--- config.mk ---
export PLATFORM = sky130hd
export DESIGN_NAME = halfsiphash_2_4_engine
export DESIGN_NICKNAME = d
export VERILOG_FILES = /design/src/rtl/hsh_pkg.sv /design/src/rtl/halfsiphash_2_4_engine.sv
export SDC_FILE = /design/constraint.sdc
export NUM_CORES = 1
export LEC_CHECK = 0
export ABC_AREA = 1
export ABC_CLOCK_PERIOD_IN_PS = 12490
export BUFFER_PORTS_ARGS = -buffer_cell sky130_fd_sc_hd__buf_2
export CAP_MARGIN = 20
export CORE_AREA = 2 2 231 187
export CTS_CLUSTER_DIAMETER = 60
export DETAILED_ROUTE_END_ITERATION = 7
export DIE_AREA = 0 0 233 189
export PLACE_DENSITY = 0.67
export SYNTH_ARGS = -nofsm -noshare
export SYNTH_HDL_FRONTEND = slang
export SYNTH_SLANG_ARGS = --single-unit
--- constraint.sdc ---
create_clock -name clk -period 12.49 [get_ports clk]
set_input_delay 3.747 -clock clk [delete_from_list [all_inputs] [get_ports clk]]
set_output_delay 3.747 -clock clk [all_outputs]
set_load 0.005 [all_outputs]
--- src/rtl/hsh_pkg.sv ---
// Package for the HalfSipHash-2-4 engine: sequencer states, register
// indexes, lane initialization constants and the shared ARX round function.
// No dependencies.
`timescale 1ns / 1ps

package hsh_pkg;

  // Sequencer states
  typedef enum logic [2:0] {
    ST_IDLE,
    ST_MSG,
    ST_TAIL,
    ST_FINAL,
    ST_EMIT
  } hsh_state_t;

  // Four 32-bit lanes v0..v3
  typedef logic [3:0][31:0] hsh_lanes_t;

  // Configuration register indexes
  localparam logic REG_KEY_LOW  = 1'b0;
  localparam logic REG_KEY_HIGH = 1'b1;

  // Lane initialization constants and finalization marker
  localparam logic [31:0] LANE_INIT_2 = 32'h6c796765;
  localparam logic [31:0] LANE_INIT_3 = 32'h74656462;
  localparam logic [31:0] FINAL_MARK  = 32'h000000ff;

  // One ARX round over all four lanes
  function automatic hsh_lanes_t arx_round(input hsh_lanes_t v);
    logic [31:0] a, b, c, d;
    hsh_lanes_t r;
    a = v[0];
    b = v[1];
    c = v[2];
    d = v[3];
    a = a + b; b = {b[26:0], b[31:27]}; b = b ^ a; a = {a[15:0], a[31:16]};
    c = c + d; d = {d[23:0], d[31:24]}; d = d ^ c;
    a = a + d; d = {d[24:0], d[31:25]}; d = d ^ a;
    c = c + b; b = {b[18:0], b[31:19]}; b = b ^ c; c = {c[15:0], c[31:16]};
    r[0] = a;
    r[1] = b;
    r[2] = c;
    r[3] = d;
    return r;
  endfunction

endpackage

--- src/rtl/halfsiphash_2_4_engine.sv ---
// HalfSipHash-2-4 engine: one ARX round unit shared under a small sequencer.
// A non-last word is compressed in COMPRESS_ROUNDS rounds; a last word that is full
// is compressed likewise, then a length-only tail block takes COMPRESS_ROUNDS rounds and
// finalization FINAL_ROUNDS rounds, and the emit state lands its hash in the output register.
// The single round unit is shared, so in_stall holds off a new word until the last one is done.
// Reset (rst_n low, synchronous): keys zero, no open message, output empty.
`timescale 1ns / 1ps

module halfsiphash_2_4_engine
  import hsh_pkg::*;
#(
  parameter int COMPRESS_ROUNDS = 2,
  parameter int FINAL_ROUNDS    = 4
) (
  input  logic        clk,
  input  logic        rst_n,
  // configuration
  input  logic        cfg_we,
  input  logic        cfg_index,
  input  logic [31:0] cfg_wdata,
  // input channel
  input  logic        in_valid,
  output logic        in_stall,
  input  logic [31:0] in_message_word,
  input  logic [2:0]  in_byte_count,
  input  logic        in_last_word,
  // result channel
  output logic        out_valid,
  input  logic        out_stall,
  output logic [31:0] out_hash_value
);

  localparam int MAX_ROUNDS = (COMPRESS_ROUNDS > FINAL_ROUNDS) ? COMPRESS_ROUNDS
                                                              : FINAL_ROUNDS;
  localparam int RW = (MAX_ROUNDS > 1) ? $clog2(MAX_ROUNDS) : 1;
  localparam logic [RW-1:0] COMP_LAST  = RW'(COMPRESS_ROUNDS - 1);
  localparam logic [RW-1:0] FINAL_LAST = RW'(FINAL_ROUNDS - 1);

  hsh_state_t  state_r, state_nxt;
  hsh_lanes_t  lane_r, lane_nxt;
  logic [31:0] msg_r, msg_nxt;
  logic [RW-1:0] rnd_r, rnd_nxt;
  logic [7:0]  len_r, len_nxt;
  logic        open_r, open_nxt;
  logic        last_r, last_nxt;
  logic [31:0] key_lo_r, key_hi_r;
  logic        out_valid_r;
  logic [31:0] out_hash_r;

  logic        in_acc;
  logic        emit_go;
  logic        full_word;
  hsh_state_t  phase;
  hsh_lanes_t  rin, rout;
  logic [31:0] cur_msg;
  logic [RW-1:0] cur_rnd;
  logic        rnd_done;
  logic        cur_last;
  logic [31:0] tail_word;
  logic [31:0] byte_mask;
  logic [7:0]  len_base;

  assign in_stall       = (state_r != ST_IDLE);
  assign in_acc         = in_valid && !in_stall;
  assign emit_go        = (state_r == ST_EMIT) && (!out_valid_r || !out_stall);
  assign out_valid      = out_valid_r;
  assign out_hash_value = out_hash_r;

  // A non-last word, or a last word with four or more bytes, is compressed whole
  assign full_word = !in_last_word || (in_byte_count >= 3'd4);
  assign byte_mask = ~(32'hffffffff << {in_byte_count[1:0], 3'b000});
  assign len_base  = open_r ? len_r : 8'd0;

  // Pick the phase worked on this cycle
  always_comb begin
    phase = state_r;
    if (state_r == ST_IDLE) begin
      phase = full_word ? ST_MSG : ST_TAIL;
    end
  end

  // Next state
  always_comb begin
    state_nxt = state_r;
    case (state_r)
      ST_IDLE: begin
        if (in_acc) begin
          if (full_word) begin
            state_nxt = (COMPRESS_ROUNDS == 1) ? (in_last_word ? ST_TAIL : ST_IDLE)
                                               : ST_MSG;
          end else begin
            state_nxt = (COMPRESS_ROUNDS == 1) ? ST_FINAL : ST_TAIL;
          end
        end
      end
      ST_MSG: begin
        if (rnd_done) state_nxt = last_r ? ST_TAIL : ST_IDLE;
      end
      ST_TAIL: begin
        if (rnd_done) state_nxt = ST_FINAL;
      end
      ST_FINAL: begin
        if (rnd_done) state_nxt = ST_EMIT;
      end
      ST_EMIT: begin
        if (emit_go) state_nxt = ST_IDLE;
      end
      default: state_nxt = ST_IDLE;
    endcase
  end

  // Datapath: round input, shared ARX round, lane and counter updates
  always_comb begin
    rin       = lane_r;
    cur_msg   = msg_r;
    cur_rnd   = rnd_r;
    cur_last  = last_r;
    len_nxt   = len_r;
    open_nxt  = open_r;
    last_nxt  = last_r;
    tail_word = 32'd0;

    // Load lanes and fold the word in on acceptance
    if (state_r == ST_IDLE) begin
      cur_rnd  = '0;
      cur_last = in_last_word;
      if (open_r) begin
        rin = lane_r;
      end else begin
        rin[0] = key_lo_r;
        rin[1] = key_hi_r;
        rin[2] = key_lo_r ^ LANE_INIT_2;
        rin[3] = key_hi_r ^ LANE_INIT_3;
      end
      if (full_word) begin
        len_nxt = len_base + 8'd4;
        cur_msg = in_message_word;
      end else begin
        len_nxt = len_base + {6'd0, in_byte_count[1:0]};
        cur_msg = (in_message_word & byte_mask) | {len_nxt, 24'd0};
      end
      rin[3] = rin[3] ^ cur_msg;
      if (in_acc) begin
        open_nxt = 1'b1;
        last_nxt = in_last_word;
      end else begin
        len_nxt = len_r;
      end
    end

    rnd_done = (phase == ST_FINAL) ? (cur_rnd == FINAL_LAST) : (cur_rnd == COMP_LAST);
    rout     = arx_round(rin);
    lane_nxt = lane_r;
    msg_nxt  = cur_msg;
    rnd_nxt  = rnd_r;

    if ((state_r == ST_IDLE && in_acc) || state_r == ST_MSG || state_r == ST_TAIL ||
        state_r == ST_FINAL) begin
      lane_nxt = rout;
      rnd_nxt  = rnd_done ? '0 : cur_rnd + 1'b1;
      if (rnd_done && phase != ST_FINAL) begin
        lane_nxt[0] = rout[0] ^ cur_msg;
        if (phase == ST_MSG && cur_last) begin
          // Start the length-only tail block
          tail_word   = {len_nxt, 24'd0};
          msg_nxt     = tail_word;
          lane_nxt[3] = rout[3] ^ tail_word;
        end else if (phase == ST_TAIL) begin
          lane_nxt[2] = rout[2] ^ FINAL_MARK;
        end
      end
    end

    // Close the message when its hash is emitted
    if (emit_go) open_nxt = 1'b0;
  end

  // Control registers
  always_ff @(posedge clk) begin
    if (!rst_n) begin
      state_r     <= ST_IDLE;
      rnd_r       <= '0;
      len_r       <= 8'd0;
      open_r      <= 1'b0;
      last_r      <= 1'b0;
      key_lo_r    <= 32'd0;
      key_hi_r    <= 32'd0;
      out_valid_r <= 1'b0;
    end else begin
      state_r <= state_nxt;
      rnd_r   <= rnd_nxt;
      len_r   <= len_nxt;
      open_r  <= open_nxt;
      last_r  <= last_nxt;
      if (cfg_we && cfg_index == REG_KEY_LOW)  key_lo_r <= cfg_wdata;
      if (cfg_we && cfg_index == REG_KEY_HIGH) key_hi_r <= cfg_wdata;
      if (emit_go) begin
        out_valid_r <= 1'b1;
      end else if (!out_stall) begin
        out_valid_r <= 1'b0;
      end
    end
  end

  // Payload registers
  always_ff @(posedge clk) begin
    lane_r <= lane_nxt;
    msg_r  <= msg_nxt;
    if (emit_go) out_hash_r <= lane_r[1] ^ lane_r[3];
  end

  // Checks
  a_emit_open: assert property (@(posedge clk) disable iff (!rst_n)
    state_r == ST_EMIT |-> open_r)
    else $error("message closed before its hash was emitted");

  a_rnd_final: assert property (@(posedge clk) disable iff (!rst_n)
    state_r == ST_FINAL |-> (int'(rnd_r) < FINAL_ROUNDS))
    else $error("finalization round count overran");

  a_rnd_comp: assert property (@(posedge clk) disable iff (!rst_n)
    (state_r == ST_MSG || state_r == ST_TAIL) |-> (int'(rnd_r) < COMPRESS_ROUNDS))
    else $error("compression round count overran");

  a_open_after_word: assert property (@(posedge clk) disable iff (!rst_n)
    (in_acc && !in_last_word) |=> open_r)
    else $error("message not open after a non-last word");

endmodule
==> impl_metrics.toml <==
[placement]
gp_congestion = 1.20
dpl.hpwl_mm = 78.8
io_buffers = 107

[detailed_routing]
wl_mm = 95.0
vias = 20600
avgRoutedWirePerCell_um = 28.1
drc = 0
first_pass_iters = 7
via_per_inst = 6.08
antenna_left = 0
initialDrtViolationCount = 3435

[clock_tree]
path_clk_slew_ns = 0.07
root_buffer = "clkbuf_16"
cts_setup_buffers = 0
numCtsBuffers = 36
cts_tree = "yes"
cts_resized = 0
clock_latency_ns = 0.54
cts_buffer_depth = 3
ctsHoldBuffers = 0
h-tree-depth = 2
clock_sinks = 272

[timing]
slew-limit-headroom_pct = 19.8
hold_viol_final = 0
fin_worst_skew_ns = 0.0230
setup_viol = 0
final.period_utilization_pct = 84.6
fmax_mhz = 94.6
tns_ns = 0
maxSlewViolCount = 0
rsz0062_at_grt = "false"
tightest_slew_ns = 1.20
finalCriticalPeriod_ns = 10.57

[floorplanning]
initial_utilization_pct = 49.5
dieArea_um2 = 44000
io-pin-count = 108
die_y_um = 189
die_x_um = 233
num_rows = 67
core_um2 = 41700

[worst_setup_path]
path_max_fanout = 9
timing.critical_path.mode_cell = "nand2_1"
r2r_cells = 24
cpMaxStageDelayCell = "xor2_1"
path_delay_family = "compound AO/OA/AOI/OAI gates"
crit_type = "in -> reg"
crit_buf_inv = 5
cp.arrival_ns = 10.87
crit_path_end_kind = "flip-flop"
startpoint_type = "primary input"
ff2ff_setup_slack_ns = 4.40
slowest_delay_ns = 0.59
reg2reg_from = "state_r[2]$_SDFFE_PN0P_"
required_ns = 12.79
r2r_end = "lane_r[31]$_DFFE_PN_"

[logic_synthesis]
yosys_warnings = 0
ys_top_cells_by_area = "edfxtp_1 (23%), dfxtp_1 (11%), xor2_1 (10%)"
synth-seq-area-share_pct = 34.2
synth.avg_cell_area_um2 = 7.61
synth.largest_area_cell = "edfxtp_1"
synth.most_common_cell = "nand2_1"
synth_top_area_share_pct = 23.3
synth-edff-count = 160
ys.flop_type = "edfxtp_1"
synth_area_um2 = 20600
async_flop_share_pct = 0
synth_common_cells = "nand2_1 (535), nor2_1 (322), inv_1 (300)"
synth_cell_types = 59
syn_nets = 2916
syn_inst = 2710
ys_ff_latch = 272

[min_path]
min_to = "key_hi_r[9]$_SDFFE_PN0P_"
hp-start = "key_hi_r[9]$_SDFFE_PN0P_"
holdCritPathClass = "reg -> reg"
min_delay_path_depth = 2

[global_route]
met3_usage_pct = 13.6
grt.overflow.total = 0
met1_usage_pct = 59.4
met2_usage_pct = 60.3
top_usage_layer = "met2"
antenna_found_initial = 9
grt_max_degree = 85
grt_first_pass_wirelength_mm = 132
grt_use_total_pct = 42.6
grt_pass1_vias = 18700

[final_layout]
regArea_um2 = 7050
multiInputGateArea_um2 = 12100
area_growth_pct = 11.3
nets = 3006
fillers = 3926
drive_gt1_share_pct = 10.4

[job]
drv_cap = 0

[status]
run_status = "finished clean"
==> worst reg2reg max path, stage by stage, from the launching register on <==
cell      delay [ns]
dfxtp_1         0.50
inv_1           0.18
nand2_4         0.33
buf_4           0.67
inv_2           0.27
buf_4           0.47
a21oi_1         0.82
ha_1            0.43
a21o_1          0.24
a21oi_1         0.18
a21boi_0        0.36
o21ai_0         0.25
xor2_1          0.59
xor2_1          0.47
ha_1            0.38
a21oi_1         0.16
inv_1           0.08
a31oi_1         0.29
o21ai_0         0.23
a211oi_1        0.24
nand2_1         0.13
a21boi_0        0.28
nand3_1         0.15
nand3_1         0.10
nand2_1         0.05
==> state kept, by name, indices dropped and copies added, names as in the netlist <==
name            count
key_hi_r           32
key_lo_r           32
lane_r            128
last_r              1
len_r               8
msg_r              32
open_r              1
out_hash_value     32
out_valid           1
rnd_r               2
state_r             3
==> layout make-up <==
| class | count | share of cell area [%] |
|---|---|---|
| inverter | 306 | 5.01 |
| clock inverter | 15 | 0.839 |
| sequential | 272 | 30.7 |
| timing repair buffer | 122 | 3.00 |
| clock buffer | 51 | 4.53 |
| antenna | 3 | 0.0327 |
| multi-input combinational | 2062 | 52.9 |
| tap | 552 | 3.01 |
==> per-layer routing <==
layer  vias up  part of all wire, %
met5         -                0.036
met4         6                  5.1
met3       236                   14
met2      1524                   40
met1      9714                   41
li1       9081                    -
==> through the flow <==
stage	std cells	cell area, µm²	hold WS (ns)	utilization [%]	setup WS [ns]
after floorplan	2710	20600	0.446	-	1.38
after global placement	3310	21700	0.461	52.0	1.83
after detailed placement	3311	21700	0.468	52.0	1.74
after CTS	3377	22900	0.483	55.0	2.27
after global routing	3380	23000	0.502	55.1	1.66
final	3383	23000	0.484	55.1	1.92
==> cell usage in the layout, fill, tap and decap left out, types with 5 or more instances in the layout <==
cell type	n
a21boi_0	5
a21o_1	21
a21oi_1	137
a21oi_4	5
a31oi_1	15
buf_2	107
buf_4	12
clkbuf_1	9
clkbuf_16	38
dfxtp_1	111
edfxtp_1	160
fa_1	5
ha_1	127
inv_1	299
inv_2	5
inv_6	5
nand2_1	535
nand2_2	9
nand3_1	87
nand3b_1	8
nand4_1	13
nor2_1	320
nor3_1	22
nor4_1	9
o211ai_1	5
o21a_1	17
o21ai_0	243
o21ai_1	9
o21ai_2	9
o21bai_1	11
o22ai_1	30
or2_1	5
or2_2	57
xnor2_1	78
xor2_1	238
xor2_2	6
==> logic make-up after synthesis <==
logic type / after synthesis / share of synthesized area, %
fa+ha+maj: 132 / 8.19
xor+xnor: 322 / 13.9
flops: 272 / 34.2
buf+inv: 376 / 7.07
compound gates: 530 / 14.7
simple gates: 1078 / 22.0
==> how the worst max path moves through the flow <==
| stage | slack [ns] | startpoint | cells after the start | endpoint |
|---|---|---|---|---|
| 2_1_floorplan | 1.38 | in_valid | 5 | rnd_r[1]$_SDFFE_PN0N_ |
| 3_3_place_gp | 1.83 | in_last_word | 31 | lane_r[121]$_DFFE_PN_ |
| 3_5_place_dp | 1.74 | in_last_word | 31 | lane_r[31]$_DFFE_PN_ |
| 4_1_cts | 2.27 | in_last_word | 31 | lane_r[31]$_DFFE_PN_ |
| 5_1_grt | 1.66 | in_last_word | 31 | lane_r[31]$_DFFE_PN_ |
| 6_report | 1.92 | in_last_word | 31 | lane_r[31]$_DFFE_PN_ |
Power is left out: the tool's default activity adds up to more than one toggle a clock period on the data nets, which glitch-free logic cannot reach.
